## config.mk

```make
export PLATFORM = sky130hd
export DESIGN_NAME = serial_frame_receiver_core_flat
export DESIGN_NICKNAME = d
export VERILOG_FILES = /design/src/design/sfr_pkg.sv /design/src/design/sfr_ifs.sv /design/src/design/sfr_csr_regs.sv /design/src/design/sfr_parser.sv /design/src/design/sfr_out_stage.sv /design/src/design/serial_frame_receiver_core.sv /design/src/flat_wrapper.sv
export VERILOG_INCLUDE_DIRS = /design/src /design/src/design
export SDC_FILE = /design/constraint.sdc
export NUM_CORES = 1
export LEC_CHECK = 0
export BUFFER_PORTS_ARGS = -buffer_cell sky130_fd_sc_hd__buf_2
export CORE_UTILIZATION = 58
export CTS_CLUSTER_DIAMETER = 200
export DETAILED_ROUTE_END_ITERATION = 6
export MAX_ROUTING_LAYER = met4
export PLACE_DENSITY = 0.81
export RECOVER_POWER = 50
export SYNTH_ARGS = -nofsm -noshare
export SYNTH_HDL_FRONTEND = slang
export SYNTH_SLANG_ARGS = --single-unit
```

## constraint.sdc

```tcl
create_clock -name clock -period 2.6 [get_ports clock]
set_input_delay 0.13 -clock clock [delete_from_list [all_inputs] [get_ports clock]]
set_output_delay 0.13 -clock clock [all_outputs]
set_load 0.02 [all_outputs]
```

## src/design/serial_frame_receiver_core_assert.svh

```systemverilog
// ---------------------------------------------------------------------------
// Assertion macros for the serial frame receiver
// Same-cycle and next-cycle implication checks under synchronous reset.
// ---------------------------------------------------------------------------
`ifndef SERIAL_FRAME_RECEIVER_CORE_ASSERT_SVH
`define SERIAL_FRAME_RECEIVER_CORE_ASSERT_SVH

// Consequent must hold in the same cycle as the antecedent.
`define SFR_ASSERT_SAME(label, clk, rst, ante, cons, msg) \
   label: assert property (@(posedge clk) disable iff (rst) (ante) |-> (cons)) \
      else $error(msg);

// Consequent must hold in the cycle after the antecedent.
`define SFR_ASSERT_NEXT(label, clk, rst, ante, cons, msg) \
   label: assert property (@(posedge clk) disable iff (rst) (ante) |=> (cons)) \
      else $error(msg);

`endif

```

## src/design/sfr_pkg.sv

```systemverilog
// ---------------------------------------------------------------------------
// sfr_pkg
// Types and constants shared by the serial frame receiver modules.
// ---------------------------------------------------------------------------
package sfr_pkg;

   localparam int unsigned BYTE_W     = 8;
   localparam int unsigned LIMIT_W    = 9;
   localparam int unsigned KIND_W     = 2;
   localparam int unsigned CSR_IDX_W  = 2;
   localparam int unsigned CSR_DATA_W = 9;

   localparam logic [CSR_IDX_W-1:0] CSR_HEAD_FIRST  = 2'd0;
   localparam logic [CSR_IDX_W-1:0] CSR_HEAD_SECOND = 2'd1;
   localparam logic [CSR_IDX_W-1:0] CSR_ID_LIMIT    = 2'd2;

   localparam logic [BYTE_W-1:0]  HEAD_FIRST_RST  = 8'hA5;
   localparam logic [BYTE_W-1:0]  HEAD_SECOND_RST = 8'h5A;
   localparam logic [LIMIT_W-1:0] ID_LIMIT_RST    = 9'd16;

   typedef enum logic [KIND_W-1:0] {
      KIND_PAYLOAD = 2'd0,
      KIND_GOOD    = 2'd1,
      KIND_BAD     = 2'd2
   } kind_type;

   typedef enum logic [5:0] {
      PH_HEAD1 = 6'b000001,
      PH_HEAD2 = 6'b000010,
      PH_ID    = 6'b000100,
      PH_LEN   = 6'b001000,
      PH_DATA  = 6'b010000,
      PH_CHECK = 6'b100000
   } phase_type;

   typedef struct packed {
      logic [BYTE_W-1:0]  head_first;
      logic [BYTE_W-1:0]  head_second;
      logic [LIMIT_W-1:0] id_limit;
   } cfg_type;

   typedef struct packed {
      kind_type          kind;
      logic [BYTE_W-1:0] msg_id;
      logic [BYTE_W-1:0] data_byte;
      logic [BYTE_W-1:0] byte_index;
      logic [BYTE_W-1:0] frame_length;
   } result_type;

endpackage

```

## src/design/sfr_ifs.sv

```systemverilog
// ---------------------------------------------------------------------------
// Serial frame receiver channels
// Request, response and register-write valid/ready interfaces.
// ---------------------------------------------------------------------------
interface sfr_req_if;
   logic       valid;
   logic       ready;
   logic [7:0] rx_byte;

   modport source (output valid, output rx_byte, input ready);
   modport sink   (input valid, input rx_byte, output ready);
endinterface

interface sfr_rsp_if;
   logic       valid;
   logic       ready;
   logic [1:0] kind;
   logic [7:0] msg_id;
   logic [7:0] data_byte;
   logic [7:0] byte_index;
   logic [7:0] frame_length;

   modport source (output valid, output kind, output msg_id, output data_byte,
                   output byte_index, output frame_length, input ready);
   modport sink   (input valid, input kind, input msg_id, input data_byte,
                   input byte_index, input frame_length, output ready);
endinterface

interface sfr_csr_if;
   logic       valid;
   logic       ready;
   logic [1:0] index;
   logic [8:0] data;

   modport source (output valid, output index, output data, input ready);
   modport sink   (input valid, input index, input data, output ready);
endinterface

```

## src/design/sfr_csr_regs.sv

```systemverilog
// ---------------------------------------------------------------------------
// sfr_csr_regs
// Header and id limit registers, written through the register channel.
// ---------------------------------------------------------------------------
module sfr_csr_regs (
   input  logic                             clock,
   input  logic                             reset,
   input  logic                             wr_en,
   input  logic [sfr_pkg::CSR_IDX_W-1:0]    wr_index,
   input  logic [sfr_pkg::CSR_DATA_W-1:0]   wr_data,
   output sfr_pkg::cfg_type                 cfg
);
   import sfr_pkg::*;

   cfg_type cfg_ff;
   cfg_type cfg_in;

   always_comb begin
      cfg_in = cfg_ff;
      if (wr_en) begin
         unique case (wr_index)
            CSR_HEAD_FIRST:  cfg_in.head_first  = wr_data[BYTE_W-1:0];
            CSR_HEAD_SECOND: cfg_in.head_second = wr_data[BYTE_W-1:0];
            CSR_ID_LIMIT:    cfg_in.id_limit    = wr_data[LIMIT_W-1:0];
            default:         cfg_in = cfg_ff;
         endcase
      end
   end

   always_ff @(posedge clock) begin
      if (reset) begin
         cfg_ff.head_first  <= HEAD_FIRST_RST;
         cfg_ff.head_second <= HEAD_SECOND_RST;
         cfg_ff.id_limit    <= ID_LIMIT_RST;
      end else begin
         cfg_ff <= cfg_in;
      end
   end

   assign cfg = cfg_ff;

endmodule

```

## src/design/sfr_parser.sv

```systemverilog
// ---------------------------------------------------------------------------
// sfr_parser
// Frame state machine: header hunt, id and length capture, running sum.
// ---------------------------------------------------------------------------
module sfr_parser (
   input  logic                        clock,
   input  logic                        reset,
   input  sfr_pkg::cfg_type            cfg,
   input  logic                        in_fire,
   input  logic [sfr_pkg::BYTE_W-1:0]  rx_byte,
   output sfr_pkg::phase_type          phase,
   output logic                        res_valid,
   output sfr_pkg::result_type         res
);
   import sfr_pkg::*;

   phase_type         phase_ff,  phase_in;
   logic [BYTE_W-1:0] id_ff,     id_in;
   logic [BYTE_W-1:0] len_ff,    len_in;
   logic [BYTE_W-1:0] count_ff,  count_in;
   logic [BYTE_W-1:0] sum_ff,    sum_in;
   logic [BYTE_W-1:0] sum_add;

   assign sum_add = sum_ff + rx_byte;

   always_comb begin
      phase_in  = phase_ff;
      id_in     = id_ff;
      len_in    = len_ff;
      count_in  = count_ff;
      sum_in    = sum_ff;
      res_valid = 1'b0;
      res.kind         = KIND_PAYLOAD;
      res.msg_id       = id_ff;
      res.data_byte    = rx_byte;
      res.byte_index   = count_ff;
      res.frame_length = len_ff;
      if (in_fire) begin
         unique case (phase_ff)
            PH_HEAD2: begin
               if (rx_byte == cfg.head_second) begin
                  sum_in   = sum_add;
                  phase_in = PH_ID;
               end else begin
                  phase_in = PH_HEAD1;
               end
            end
            PH_ID: begin
               if ({1'b0, rx_byte} < cfg.id_limit) begin
                  id_in    = rx_byte;
                  sum_in   = sum_add;
                  phase_in = PH_LEN;
               end else begin
                  phase_in = PH_HEAD1;
               end
            end
            PH_LEN: begin
               len_in   = rx_byte;
               sum_in   = sum_add;
               phase_in = (rx_byte == '0) ? PH_CHECK : PH_DATA;
            end
            PH_DATA: begin
               res_valid = 1'b1;
               sum_in    = sum_add;
               count_in  = count_ff + 8'd1;
               // advance to the checksum once the last payload byte is in
               if (count_in >= len_ff) begin
                  phase_in = PH_CHECK;
               end
            end
            PH_CHECK: begin
               res_valid      = 1'b1;
               res.kind       = (sum_ff == rx_byte) ? KIND_GOOD : KIND_BAD;
               res.byte_index = '0;
               phase_in       = PH_HEAD1;
            end
            default: begin
               phase_in = PH_HEAD1;
               if (rx_byte == cfg.head_first) begin
                  id_in    = '0;
                  len_in   = '0;
                  count_in = '0;
                  sum_in   = rx_byte;
                  phase_in = PH_HEAD2;
               end
            end
         endcase
      end
   end

   always_ff @(posedge clock) begin
      if (reset) begin
         phase_ff <= PH_HEAD1;
         id_ff    <= '0;
         len_ff   <= '0;
         count_ff <= '0;
         sum_ff   <= '0;
      end else begin
         phase_ff <= phase_in;
         id_ff    <= id_in;
         len_ff   <= len_in;
         count_ff <= count_in;
         sum_ff   <= sum_in;
      end
   end

   assign phase = phase_ff;

endmodule

```

## src/design/sfr_out_stage.sv

```systemverilog
// ---------------------------------------------------------------------------
// sfr_out_stage
// Response register; takes a new result whenever empty or being drained.
// ---------------------------------------------------------------------------
module sfr_out_stage (
   input  logic                 clock,
   input  logic                 reset,
   input  logic                 load_en,
   input  sfr_pkg::result_type  load_data,
   output logic                 can_load,
   output logic                 out_valid,
   input  logic                 out_ready,
   output sfr_pkg::result_type  out_data
);
   import sfr_pkg::*;

   logic       valid_ff, valid_in;
   result_type data_ff,  data_in;

   assign can_load = !valid_ff || out_ready;

   always_comb begin
      valid_in = valid_ff;
      data_in  = data_ff;
      if (can_load) begin
         valid_in = load_en;
      end
      if (load_en) begin
         data_in = load_data;
      end
   end

   always_ff @(posedge clock) begin
      if (reset) begin
         valid_ff <= 1'b0;
      end else begin
         valid_ff <= valid_in;
      end
   end

   always_ff @(posedge clock) begin
      data_ff <= data_in;
   end

   assign out_valid = valid_ff;
   assign out_data  = data_ff;

endmodule

```

## src/design/serial_frame_receiver_core.sv

```systemverilog
// ---------------------------------------------------------------------------
// serial_frame_receiver_core
// Byte-serial frame parser: header pair, id, length, payload, 8-bit sum check.
// ---------------------------------------------------------------------------
//  channel   dir  payload                                          when
//  req_if    in   rx_byte                                          valid && ready
//  rsp_if    out  kind, msg_id, data_byte, byte_index, frame_length valid && ready
//  csr_if    in   index, data                                      valid (ready high)
//
//  One byte per cycle while the response register can load; a result sits in
//  the response register in the cycle after its byte is taken.
//  Synchronous reset returns to the first header hunt with default registers.
//  A stalled response holds req_if.ready low only while the register is full.
// ---------------------------------------------------------------------------
module serial_frame_receiver_core (
   input  logic      clock,
   input  logic      reset,
   sfr_req_if.sink   req_if,
   sfr_rsp_if.source rsp_if,
   sfr_csr_if.sink   csr_if
);
   import sfr_pkg::*;

   `include "serial_frame_receiver_core_assert.svh"

   cfg_type    cfg;
   phase_type  phase;
   logic       in_fire;
   logic       can_load;
   logic       res_valid;
   result_type res;
   result_type out_data;

   assign csr_if.ready = 1'b1;
   assign req_if.ready = can_load;
   assign in_fire      = req_if.valid && can_load;

   sfr_csr_regs u_csr (
      .clock    (clock),
      .reset    (reset),
      .wr_en    (csr_if.valid),
      .wr_index (csr_if.index),
      .wr_data  (csr_if.data),
      .cfg      (cfg)
   );

   sfr_parser u_parser (
      .clock     (clock),
      .reset     (reset),
      .cfg       (cfg),
      .in_fire   (in_fire),
      .rx_byte   (req_if.rx_byte),
      .phase     (phase),
      .res_valid (res_valid),
      .res       (res)
   );

   sfr_out_stage u_out (
      .clock     (clock),
      .reset     (reset),
      .load_en   (res_valid),
      .load_data (res),
      .can_load  (can_load),
      .out_valid (rsp_if.valid),
      .out_ready (rsp_if.ready),
      .out_data  (out_data)
   );

   assign rsp_if.kind         = out_data.kind;
   assign rsp_if.msg_id       = out_data.msg_id;
   assign rsp_if.data_byte    = out_data.data_byte;
   assign rsp_if.byte_index   = out_data.byte_index;
   assign rsp_if.frame_length = out_data.frame_length;

   `SFR_ASSERT_NEXT(a_payload_emits, clock, reset,
      in_fire && (phase == PH_DATA || phase == PH_CHECK), rsp_if.valid,
      "payload or checksum request did not produce a response")

   `SFR_ASSERT_NEXT(a_header_silent, clock, reset,
      in_fire && (phase == PH_HEAD1 || phase == PH_HEAD2 ||
                  phase == PH_ID || phase == PH_LEN), !rsp_if.valid,
      "header, id or length request produced a response")

   `SFR_ASSERT_SAME(a_close_index, clock, reset,
      rsp_if.valid && rsp_if.kind != KIND_PAYLOAD, rsp_if.byte_index == '0,
      "closing response carries a nonzero byte index")

endmodule
```

## src/flat_wrapper.sv

```systemverilog
// flat-port wrapper written by rule: the top's interface ports become plain ports
module serial_frame_receiver_core_flat import sfr_pkg::*;
  (clock, reset, req_if_valid, req_if_rx_byte, req_if_ready, rsp_if_valid, rsp_if_kind, rsp_if_msg_id, rsp_if_data_byte, rsp_if_byte_index, rsp_if_frame_length, rsp_if_ready, csr_if_valid, csr_if_index, csr_if_data, csr_if_ready);
  sfr_req_if req_if_i ();
  sfr_rsp_if rsp_if_i ();
  sfr_csr_if csr_if_i ();
  input  logic clock;
  input  logic reset;
  input wire logic [$bits(req_if_i.valid)-1:0] req_if_valid;
  input wire logic [$bits(req_if_i.rx_byte)-1:0] req_if_rx_byte;
  output wire logic [$bits(req_if_i.ready)-1:0] req_if_ready;
  output wire logic [$bits(rsp_if_i.valid)-1:0] rsp_if_valid;
  output wire logic [$bits(rsp_if_i.kind)-1:0] rsp_if_kind;
  output wire logic [$bits(rsp_if_i.msg_id)-1:0] rsp_if_msg_id;
  output wire logic [$bits(rsp_if_i.data_byte)-1:0] rsp_if_data_byte;
  output wire logic [$bits(rsp_if_i.byte_index)-1:0] rsp_if_byte_index;
  output wire logic [$bits(rsp_if_i.frame_length)-1:0] rsp_if_frame_length;
  input wire logic [$bits(rsp_if_i.ready)-1:0] rsp_if_ready;
  input wire logic [$bits(csr_if_i.valid)-1:0] csr_if_valid;
  input wire logic [$bits(csr_if_i.index)-1:0] csr_if_index;
  input wire logic [$bits(csr_if_i.data)-1:0] csr_if_data;
  output wire logic [$bits(csr_if_i.ready)-1:0] csr_if_ready;
  assign req_if_i.valid = req_if_valid;
  assign req_if_i.rx_byte = req_if_rx_byte;
  assign req_if_ready = req_if_i.ready;
  assign rsp_if_valid = rsp_if_i.valid;
  assign rsp_if_kind = rsp_if_i.kind;
  assign rsp_if_msg_id = rsp_if_i.msg_id;
  assign rsp_if_data_byte = rsp_if_i.data_byte;
  assign rsp_if_byte_index = rsp_if_i.byte_index;
  assign rsp_if_frame_length = rsp_if_i.frame_length;
  assign rsp_if_i.ready = rsp_if_ready;
  assign csr_if_i.valid = csr_if_valid;
  assign csr_if_i.index = csr_if_index;
  assign csr_if_i.data = csr_if_data;
  assign csr_if_ready = csr_if_i.ready;
  serial_frame_receiver_core u_core (.clock(clock), .reset(reset), .req_if(req_if_i), .rsp_if(rsp_if_i), .csr_if(csr_if_i));
endmodule
```

==> results.yml, run 1 <==
run_status:
  outcome: "finished clean"
clocking:
  htree_levels: 3
  clockBufferDepth: 2
  clkTransAtPathRegs_ns: 0.09
  ctsRootBufferMaster: "clkbuf_8"
  clock_sinks: 98
  cts_buffers: 9
  cts_tree: "done"
  clk_latency_ns: 0.36
pwr:
  powerDensity_mw_per_mm2: 493.1
  power_leakage_nw: 2.099
  irDropWorstVdd_mv: 0.3015
  p_total_w: 0.002732
synth:
  synthCells: 485
  synth-main-ff-cell: "dfxtp_1"
  yosysTopAreaCell: "dfxtp_1"
  async_reset_ff_share_pct: 0
  yosys_warnings: 0
  synthTopCellsByArea: "dfxtp_1 26%, edfxtp_1 21%, ha_1 5.9%"
  synth-edff-count: 34
  syn_nets: 533
  synth.distinct_cells: 61
  ys_seq_area_share_pct: 47.36
  yosys_register_bits: 98
  synth.avg_cell_area_um2: 10.02
  synth_top_area_share_pct: 26.36
  syn_area_mm2: 0.004861
grt:
  overflow: 0
  grt_pass1_vias: 3705
  grt.total_usage_pct: 26.92
  antenna_found_initial: 0
  grt_max_degree: 48
  grt_pass1_wl_mm: 17.53
timing:
  slew_headroom_pct: 42.47
  holdWs_ns: 0.01095
  finalCriticalPeriod_ns: 2.489
  tightest_slew_ns: 0.8630
  hold_violations: 0
  setup_tns_ns: 0
  setup_violations: 0
  period_share_pct: 95.74
  fin_skew_ns: 0.01016
  maxSlewViolCount: 0
  fmax_mhz: 401.7
drt:
  drc: 0
  highest_layer: "met4"
  ant_nets: 0
  drtIter0Drc: 282
  wire_per_inst_um: 16.78
  drt-total-wl_mm: 11.12
  num_vias: 3959
  wl_met1_mm: 4.746
  via_per_inst: 5.971
  wl_met2_mm: 5.573
  wl_met3_um: 593
  firstDrtPassIters: 5
setup_path:
  rr_endpoint: "u_core.u_parser.phase[2]$_SDFFE_PP0P_"
  start_kind: "flop"
  worstPathMaxFanout: 7
  r2r_setup_slack_ns: 0.11
  end_kind: "flop"
  required_ns: 2.89
  r2r_start: "u_core.u_parser.count_ff[0]$_SDFFE_PP0P_"
  cp_data_arrival_time_ns: 2.78
  crit_type: "reg -> reg"
  r2r_cells: 12
finish:
  drive_gt1_share_pct: 11.83
  num_antenna_cells: 0
  stdcell_area_mm2: 0.005539
  nFillCells: 662
  area_growth_pct: 13.95
  nets: 601
worst_hold_path:
  hp-class: "in -> reg"
  min_path_cells: 2
  min_from: "csr_if_data[0]"
  holdPathEnd: "u_core.u_csr.cfg[17]$_SDFFE_PP1P_"
die:
  row_count: 33
  core_mm2: 0.008175
  die_y_um: 93.55
  pin_count: 61
  die_w_um: 93.55
  die_area_mm2: 0.008751
  initial_core_util_pct: 59.46
placement:
  placed_cell_area_mm2: 0.005314
  finalWeightedCongestion: 0.8886
  dp_hpwl_mm: 7.899
  io_buffers: 59
job:
  drv_cap: 0
## kinds of logic (layout without fill, tap and decap cells)
logic type               count (synthesis)  after routing  share of synthesized area, %
XOR/XNOR                                29             29                         5.225
buffers and inverters                   50            123                         4.273
other                                    1              1                       0.07715
multiplexers                            20             20                         4.118
flip-flops                              98             98                         47.36
AO/OA/AOI/OAI                          104            104                         15.03
AND/OR/NAND/NOR                        159            159                         17.58
adder cells (fa/ha/maj)                 24             24                         6.332
## synth_stat cells, types with 6 or more instances
| library cell | count |
|---|---|
| ha_1 | 23 |
| mux2i_1 | 20 |
| or2_1 | 6 |
| a211oi_1 | 8 |
| clkbuf_1 | 13 |
| nand2_1 | 27 |
| nor3_1 | 8 |
| a311oi_1 | 8 |
| o21ai_0 | 12 |
| a21oi_1 | 29 |
| and3_1 | 7 |
| nor2b_1 | 7 |
| buf_2 | 7 |
| inv_1 | 26 |
| a22oi_1 | 11 |
| edfxtp_1 | 34 |
| nor2_1 | 43 |
| nand2b_1 | 7 |
| xor2_1 | 15 |
| and2_1 | 10 |
| a211o_1 | 9 |
| nand3_1 | 13 |
| dfxtp_1 | 64 |
| xnor2_1 | 14 |
## layout make-up
class | count | area (um2) | share of cell area (%)
clock buffer | 10 | 137.6 | 2.485
clock inverter | 6 | 41.29 | 0.7454
inverter | 27 | 101.3 | 1.830
multi-input combinational | 337 | 2407 | 43.46
sequential | 98 | 2308 | 41.68
tap | 105 | 131.4 | 2.372
timing repair buffer | 80 | 411.6 | 7.432
## sequential cells by signal, summed over array words and instances, names as in the netlist
signal / count
u_core.u_csr.cfg: 25
u_core.u_out.out_valid: 1
u_core.u_parser.id_ff: 8
u_core.u_parser.phase: 6
u_core.u_parser.len_ff: 8
u_core.u_parser.sum_ff: 8
u_core.u_parser.count_ff: 8
u_core.u_out.out_data: 34
## how the worst max path moves through the flow
stage	slack, ns	to	startpoint	cells past startpoint
final	0.11	u_core.u_parser.phase[2]$_SDFFE_PP0P_	u_core.u_parser.count_ff[0]$_SDFFE_PP0P_	12
after global routing	-0.0009	u_core.u_parser.phase[4]$_SDFFE_PP0P_	u_core.u_parser.count_ff[2]$_SDFFE_PP0P_	11
after CTS	0.01	u_core.u_parser.phase[4]$_SDFFE_PP0P_	u_core.u_parser.count_ff[1]$_SDFFE_PP0P_	12
after floorplan	0.25	u_core.u_parser.phase[4]$_SDFFE_PP0P_	u_core.u_parser.count_ff[0]$_SDFFE_PP0P_	11
after global placement	0.18	u_core.u_parser.phase[4]$_SDFFE_PP0P_	u_core.u_parser.count_ff[2]$_SDFFE_PP0P_	11
after detailed placement	0.04	u_core.u_parser.phase[4]$_SDFFE_PP0P_	u_core.u_parser.count_ff[2]$_SDFFE_PP0P_	11
## layout by cell type (no fill, tap or decap), types with 11 or more instances in the layout
master	count
o21ai_0	11
mux2i_1	20
dfxtp_1	61
nor2_1	43
clkbuf_1	45
buf_2	17
a21oi_1	28
xnor2_1	12
inv_1	26
xor2_1	15
nand3_1	11
a22oi_1	11
buf_4	13
edfxtp_1	34
ha_1	22
nand2_1	27
## where the power goes
group / switching [W] / internal, W
registers: 0.0000138 / 0.00159
logic: 0.000132 / 0.0000834
clock network: 0.000535 / 0.000374
## metal layers
metal	GRT usage, %	vias up
li1	-	1903
met1	32.22	1886
met2	45.71	151
met3	3.333	19
met4	11.79	0
met5	-	-
## critical path, stage by stage, from the launching register on
cell,delay [ns]
dfxtp_2,0.38
ha_4,0.15
and3_4,0.19
nand3_2,0.09
xnor2_2,0.16
ha_1,0.31
a21o_1,0.12
a21oi_1,0.06
nand2_1,0.09
a41oi_1,0.05
buf_4,0.17
or4_1,0.51
a21oi_1,0.15
## metrics by stage
step | std cells | util, % | worst slack [ns]
after global placement | 642 | 65.00 | 0.1762
after detailed placement | 642 | 65.00 | 0.03795
final | 663 | 67.75 | 0.1108
after global routing | 663 | 67.75 | -0.0008744
after CTS | 662 | 67.69 | 0.01188
after floorplan | 485 | - | 0.2485
## timing repair
action	in CTS	in global routing
pin swaps	0	3
resized for setup	1	14
endpoints found under the setup margin	2	6
buffers inserted	0	1
endpoints found under the hold margin	4	0
hold buffers	4	0
No activity file was read; power rests on OpenSTA's default activity.
==> run 2: changes to the inputs <==
--- a/config.mk
+++ b/config.mk
@@ -10,7 +10,6 @@
 export CORE_UTILIZATION = 58
 export CTS_CLUSTER_DIAMETER = 200
 export DETAILED_ROUTE_END_ITERATION = 6
-export MAX_ROUTING_LAYER = met4
 export PLACE_DENSITY = 0.81
 export RECOVER_POWER = 50
 export SYNTH_ARGS = -nofsm -noshare
==> results.yml, run 2 (same netlist as run 1, synthesis figures left out) <==
clocking:
  cts_buffers: 9
  cts_tree: "done"
  clock_sinks: 98
  clockBufferDepth: 2
  htree_levels: 3
  clk_latency_ns: 0.36
  ctsRootBufferMaster: "clkbuf_8"
  post_cts_buffers: 0
  clkTransAtPathRegs_ns: 0.09
placement:
  io_buffers: 59
  dp_hpwl_mm: 7.597
  finalWeightedCongestion: 0.8870
drt:
  drtIter0Drc: 325
  drt-total-wl_mm: 10.94
  firstDrtPassIters: 5
  ant_nets: 0
  num_vias: 3942
  via_per_inst: 5.982
  drc: 0
  wire_per_inst_um: 16.60
timing:
  fin_skew_ns: 0.01286
  finalCriticalPeriod_ns: 2.476
  setup_violations: 0
  fmax_mhz: 403.9
  maxSlewViolCount: 0
  period_share_pct: 95.23
  hold_violations: 0
  slew_headroom_pct: 30.14
  tightest_slew_ns: 1.048
  setup_tns_ns: 0
setup_path:
  worst_path_max_delay_cell: "or4_1"
  cp_top_family: "simple AND/OR/NAND/NOR gates"
  r2r_setup_slack_ns: 0.12
  crit_buf_inv: 1
  start_kind: "flop"
  critPathMaxStageDelay_ns: 0.52
  r2r_start: "u_core.u_parser.count_ff[2]$_SDFFE_PP0P_"
  cpMostUsedCell: "and3_4"
  path_cells: "and3_4, and3_4, nand3_1, xnor2_1, ha_1, a21oi_1, nand2_1, a41oi_1, buf_4, or4_1, a21oi_2"
  worstPathMaxFanout: 7
  required_ns: 2.89
  crit_type: "reg -> reg"
  r2r_cells: 11
  rr_endpoint: "u_core.u_parser.phase[2]$_SDFFE_PP0P_"
  cp_data_arrival_time_ns: 2.76
  end_kind: "flop"
pwr:
  irDropWorstVdd_mv: 0.3457
  power_leakage_nw: 2.101
  powerDensity_mw_per_mm2: 522.7
  p_total_w: 0.002898
die:
  initial_core_util_pct: 59.46
  die_w_um: 93.55
  core_mm2: 0.008175
  pin_count: 61
  die_y_um: 93.55
  row_count: 33
  die_area_mm2: 0.008751
worst_hold_path:
  hp-class: "in -> reg"
  holdPathEnd: "u_core.u_csr.cfg[19]$_SDFFE_PP1P_"
  min_path_cells: 2
  min_from: "csr_if_data[2]"
finish:
  nets: 597
  largest_register_ffs: 34
  num_antenna_cells: 0
  nFillCells: 650
  final_cell_mix: "61 x dfxtp_1, 45 x clkbuf_1, 43 x nor2_1"
  layout_commonest_cell: "dfxtp_1"
  drive_gt1_share_pct: 11.55
  area_growth_pct: 14.08
grt:
  antenna_found_initial: 0
  overflow: 0
  grt.total_usage_pct: 26.10
  grt_pass1_wl_mm: 17.43
  grt_max_degree: 44
  grt_pass1_vias: 3622
job:
  drv_cap: 0
run_status:
  outcome: "finished clean"
run 2: changes by cell type in the layout (fill, tap and decap cells not counted), moves of 2 or more:
cell and delta:
bufinv_16 +2, dfxtp_4 +2, dfxtp_2 -2, dlygate4sd3_1 -2, buf_4 -2, buf_2 +2
run 2: what timing repair did:
| action | CTS | global route |
|---|---|---|
| gates resized for setup | 0 | 16 |
| setup endpoints to repair | 0 | 2 |
| hold buffers | 2 | 0 |
| hold endpoints to repair | 2 | 0 |
run 2: how the worst max path moves through the flow:
stage | startpoint | endpoint | cells past startpoint
global route | u_core.u_parser.count_ff[2]$_SDFFE_PP0P_ | u_core.u_parser.phase[4]$_SDFFE_PP0P_ | 11
detailed placement | u_core.u_parser.count_ff[1]$_SDFFE_PP0P_ | u_core.u_parser.phase[2]$_SDFFE_PP0P_ | 10
finish | u_core.u_parser.count_ff[2]$_SDFFE_PP0P_ | u_core.u_parser.phase[2]$_SDFFE_PP0P_ | 11
global placement | u_core.u_parser.count_ff[2]$_SDFFE_PP0P_ | u_core.u_parser.phase[2]$_SDFFE_PP0P_ | 11
CTS | u_core.u_parser.count_ff[1]$_SDFFE_PP0P_ | u_core.u_parser.phase[2]$_SDFFE_PP0P_ | 10
floorplan | u_core.u_parser.count_ff[0]$_SDFFE_PP0P_ | u_core.u_parser.phase[4]$_SDFFE_PP0P_ | 11
run 2: layout make-up:
| type | count | area, um2 | area share, % |
|---|---|---|---|
| clock buffers | 12 | 145.1 | 2.617 |
| flip-flops and latches | 98 | 2313 | 41.72 |
| multi-input cells | 337 | 2399 | 43.25 |
| well taps | 105 | 131.4 | 2.369 |
| clock inverters | 4 | 76.32 | 1.376 |
| inverters | 27 | 101.3 | 1.828 |
| repair buffers | 76 | 379.1 | 6.837 |
run 2: stage by stage:
step	instances	hold WS, ns	worst slack, ns	cell area [um2]	util (%)
after floorplan	485	0.2289	0.2485	4861	-
after global placement	641	0.3616	0.1830	5306	64.91
after detailed placement	641	0.3769	0.02647	5306	64.91
after CTS	659	0.0005652	0.002867	5548	67.86
after global routing	659	0.002958	-0.001362	5545	67.83
final	659	0.01212	0.1241	5545	67.83
run 2: routing by layer:
layer | part of all wire [%] | routed length (um) | track usage (%) | up-vias
li1 | - | - | - | 1885
met1 | 42 | 4595 | 31.89 | 1880
met2 | 48 | 5275 | 43.14 | 151
met3 | 6.2 | 673 | 5.203 | 26
met4 | 3.6 | 393 | 14.36 | 0
met5 | 0 | 0 | 0 | -
run 2: report_power, final:
part / total (W) / internal [W] / leakage [nW] / switching (W)
clock network: 0.00108 / 0.000571 / 0.107 / 0.000512
logic: 0.000211 / 0.0000802 / 1.12 / 0.000131
registers: 0.00160 / 0.00159 / 0.879 / 0.0000136
==> run 3: changes to the inputs <==
--- a/config.mk
+++ b/config.mk
@@ -14,4 +14,5 @@
 export RECOVER_POWER = 50
 export SYNTH_ARGS = -nofsm -noshare
 export SYNTH_HDL_FRONTEND = slang
+export SYNTH_HIERARCHICAL = 1
 export SYNTH_SLANG_ARGS = --single-unit
==> results.yml, run 3 <==
setup_path:
  r2r_start: "u_core/u_parser/count_ff[1]$_SDFFE_PP0P_"
  rr_endpoint: "u_core/u_parser/phase[0]$_SDFFE_PP1P_"
  critPathMaxStageDelay_ns: 0.51
  end_kind: "flop"
  path_cells: "ha_2, nand3_2, nor2_2, xor2_1, ha_1, a21oi_2, o21ai_2, o41ai_4, a211oi_1, a211o_1"
  cp.depth: 10
  cp_data_arrival_time_ns: 2.80
  cp_top_family: "compound AO/OA/AOI/OAI gates"
  crit_buf_inv: 0
  worstPathMaxFanout: 6
  r2r_setup_slack_ns: 0.05
  start_kind: "flop"
  crit_type: "reg -> reg"
  required_ns: 2.85
  r2r_cells: 10
  worst_path_max_delay_cell: "o41ai_4"
synth:
  synthTopCellsByArea: "dfxtp_1 26%, edfxtp_1 21%, mux2i_1 6.2%"
  yosys_register_bits: 98
  ys_seq_area_share_pct: 46.25
  ys_top_cells_by_count: "64 x dfxtp_1, 57 x nor2_1, 34 x edfxtp_1"
  synth-edff-count: 34
  synth.most_common_cell: "dfxtp_1"
  synth-main-ff-cell: "dfxtp_1"
  yosysTopAreaCell: "dfxtp_1"
  synth.distinct_cells: 62
  yosys_warnings: 6
  async_reset_ff_share_pct: 0
  synthCells: 488
  syn_nets: 536
  syn_area_mm2: 0.004977
  synth_top_area_share_pct: 25.74
  synth.avg_cell_area_um2: 10.20
grt:
  grt_pass1_wl_mm: 17.16
  overflow: 0
  use_met3_pct: 4.589
  grt_busiest_layer: "met2"
  antenna_found_initial: 0
  met2_usage_pct: 39.45
  grt_use_met1_pct: 33.21
  grt_pass1_vias: 3553
  grt_max_degree: 54
  grt.total_usage_pct: 25.24
job:
  drv_cap: 0
timing:
  setup_violations: 0
  period_share_pct: 98.07
  hold_violations: 0
  holdWs_ns: 0.02274
  tightest_slew_ns: 0.7821
  setup_tns_ns: 0
  finalCriticalPeriod_ns: 2.550
  maxSlewViolCount: 0
  fin_skew_ns: 0.009033
  slew_headroom_pct: 47.86
  fmax_mhz: 392.2
finish:
  final_cell_mix: "62 x dfxtp_1, 55 x nor2_1, 41 x clkbuf_1"
  stdcell_area_mm2: 0.005466
  layout_commonest_cell: "dfxtp_1"
  area_growth_pct: 9.829
  num_antenna_cells: 0
  drive_gt1_share_pct: 12.85
  largest_register_ffs: 34
  nFillCells: 686
  nets: 580
  final_util_pct: 66.20
run_status:
  outcome: "finished clean"
die:
  row_count: 33
  die_area_mm2: 0.008956
  initial_core_util_pct: 60.27
  die_y_um: 94.64
  die_w_um: 94.64
  core_mm2: 0.008258
  pin_count: 61
drt:
  drc: 0
  ant_nets: 0
  drt-total-wl_mm: 10.59
  drtIter0Drc: 230
  num_vias: 3730
  via_per_inst: 5.810
  firstDrtPassIters: 5
  wire_per_inst_um: 16.49
pwr:
  p_comb_share_pct: 7.7
  powerDensity_mw_per_mm2: 506.5
  seqPwrFrac_pct: 58.0
  p_clk_share_pct: 34.2
  irDropWorstVdd_mv: 0.3345
  intPower_w: 0.002053
  switching_share_pct: 25.86
  power.switching_w: 0.0007160
  power_leakage_nw: 1.980
clocking:
  cts_buffers: 9
  clk_latency_ns: 0.36
  ctsRootBufferMaster: "clkbuf_8"
  clock_sinks: 98
  clockBufferDepth: 2
  htree_levels: 3
  cts_tree: "done"
  clkTransAtPathRegs_ns: 0.10
worst_hold_path:
  holdPathEnd: "u_core/u_csr/cfg[8]$_SDFFE_PP0P_"
  min_path_cells: 3
  min_from: "csr_if_data[8]"
  hp-class: "in -> reg"
placement:
  io_buffers: 59
  placed_cell_area_mm2: 0.005276
  dp_hpwl_mm: 7.379
  finalWeightedCongestion: 0.9279
run 3: cell families after synthesis:
group                    after synthesis  synth area share (%)
AND/OR/NAND/NOR                      168                 18.40
flip-flops                            98                 46.25
multiplexers                          31                 6.234
other                                  1               0.07534
AO/OA/AOI/OAI                         82                 12.49
adder cells (fa/ha/maj)               24                 6.184
XOR/XNOR                              28                 4.927
buffers and inverters                 56                 5.430
run 3: worst min-delay path, stage by stage:
cell,delay [ns]
buf_2,0.09
nand2b_1,0.05
mux2i_1,0.06
run 3: how the worst max path moves through the flow:
stage | from | to
2_1_floorplan | u_core/u_out/out_valid$_SDFFE_PP0P_ | u_core/u_out/out_data[0]$_DFFE_PP_
3_3_place_gp | u_core/u_parser/count_ff[1]$_SDFFE_PP0P_ | u_core/u_parser/phase[0]$_SDFFE_PP1P_
3_5_place_dp | u_core/u_parser/count_ff[1]$_SDFFE_PP0P_ | u_core/u_parser/phase[0]$_SDFFE_PP1P_
4_1_cts | u_core/u_parser/count_ff[1]$_SDFFE_PP0P_ | u_core/u_parser/phase[0]$_SDFFE_PP1P_
5_1_grt | u_core/u_parser/count_ff[1]$_SDFFE_PP0P_ | u_core/u_parser/phase[0]$_SDFFE_PP1P_
6_report | u_core/u_parser/count_ff[1]$_SDFFE_PP0P_ | u_core/u_parser/phase[0]$_SDFFE_PP1P_
run 3: power groups by stage:
stage	Combinational, W	Clock [W]	Sequential [W]
floorplan	0.000158	0	0.00164
global placement	0.000204	0	0.00164
detailed placement	0.000212	0	0.00164
CTS	0.000215	0.000969	0.00161
global route	0.000237	0.00103	0.00161
finish	0.000214	0.000947	0.00161
run 3: layout make-up:
class	instances	area, um2	area share (%)
clock buffer	9	123.9	2.266
clock inverter	7	71.32	1.305
inverter	21	78.83	1.442
multi-input combinational	334	2445	44.72
sequential	98	2305	42.16
tap	105	131.4	2.403
timing repair buffer	68	311.5	5.699
run 3: metal layers:
| layer | up-vias | routed length, um | share of wire, % |
|---|---|---|---|
| met5 | - | 0 | 0 |
| met4 | 0 | 287 | 2.7 |
| met3 | 26 | 584 | 5.5 |
| met2 | 148 | 4912 | 46 |
| met1 | 1736 | 4802 | 45 |
| li1 | 1820 | - | - |
run 3: timing repair:
| action | CTS | global route |
|---|---|---|
| hold buffers | 0 | 0 |
| gates resized for setup | 0 | 9 |
| pin swaps | 1 | 3 |
| buffers inserted | 2 | 0 |
| endpoints found under the setup margin | 1 | 6 |
run 3: metrics by stage:
stage | setup slack (ns) | total power [W] | instances
6_report | 0.05015 | 0.002769 | 642
5_1_grt | -0.005473 | 0.002875 | 642
4_1_cts | 0.01428 | 0.002791 | 642
3_5_place_dp | 0.008715 | 0.001854 | 624
3_3_place_gp | 0.1213 | 0.001846 | 624
2_1_floorplan | 0.1017 | 0.001799 | 488
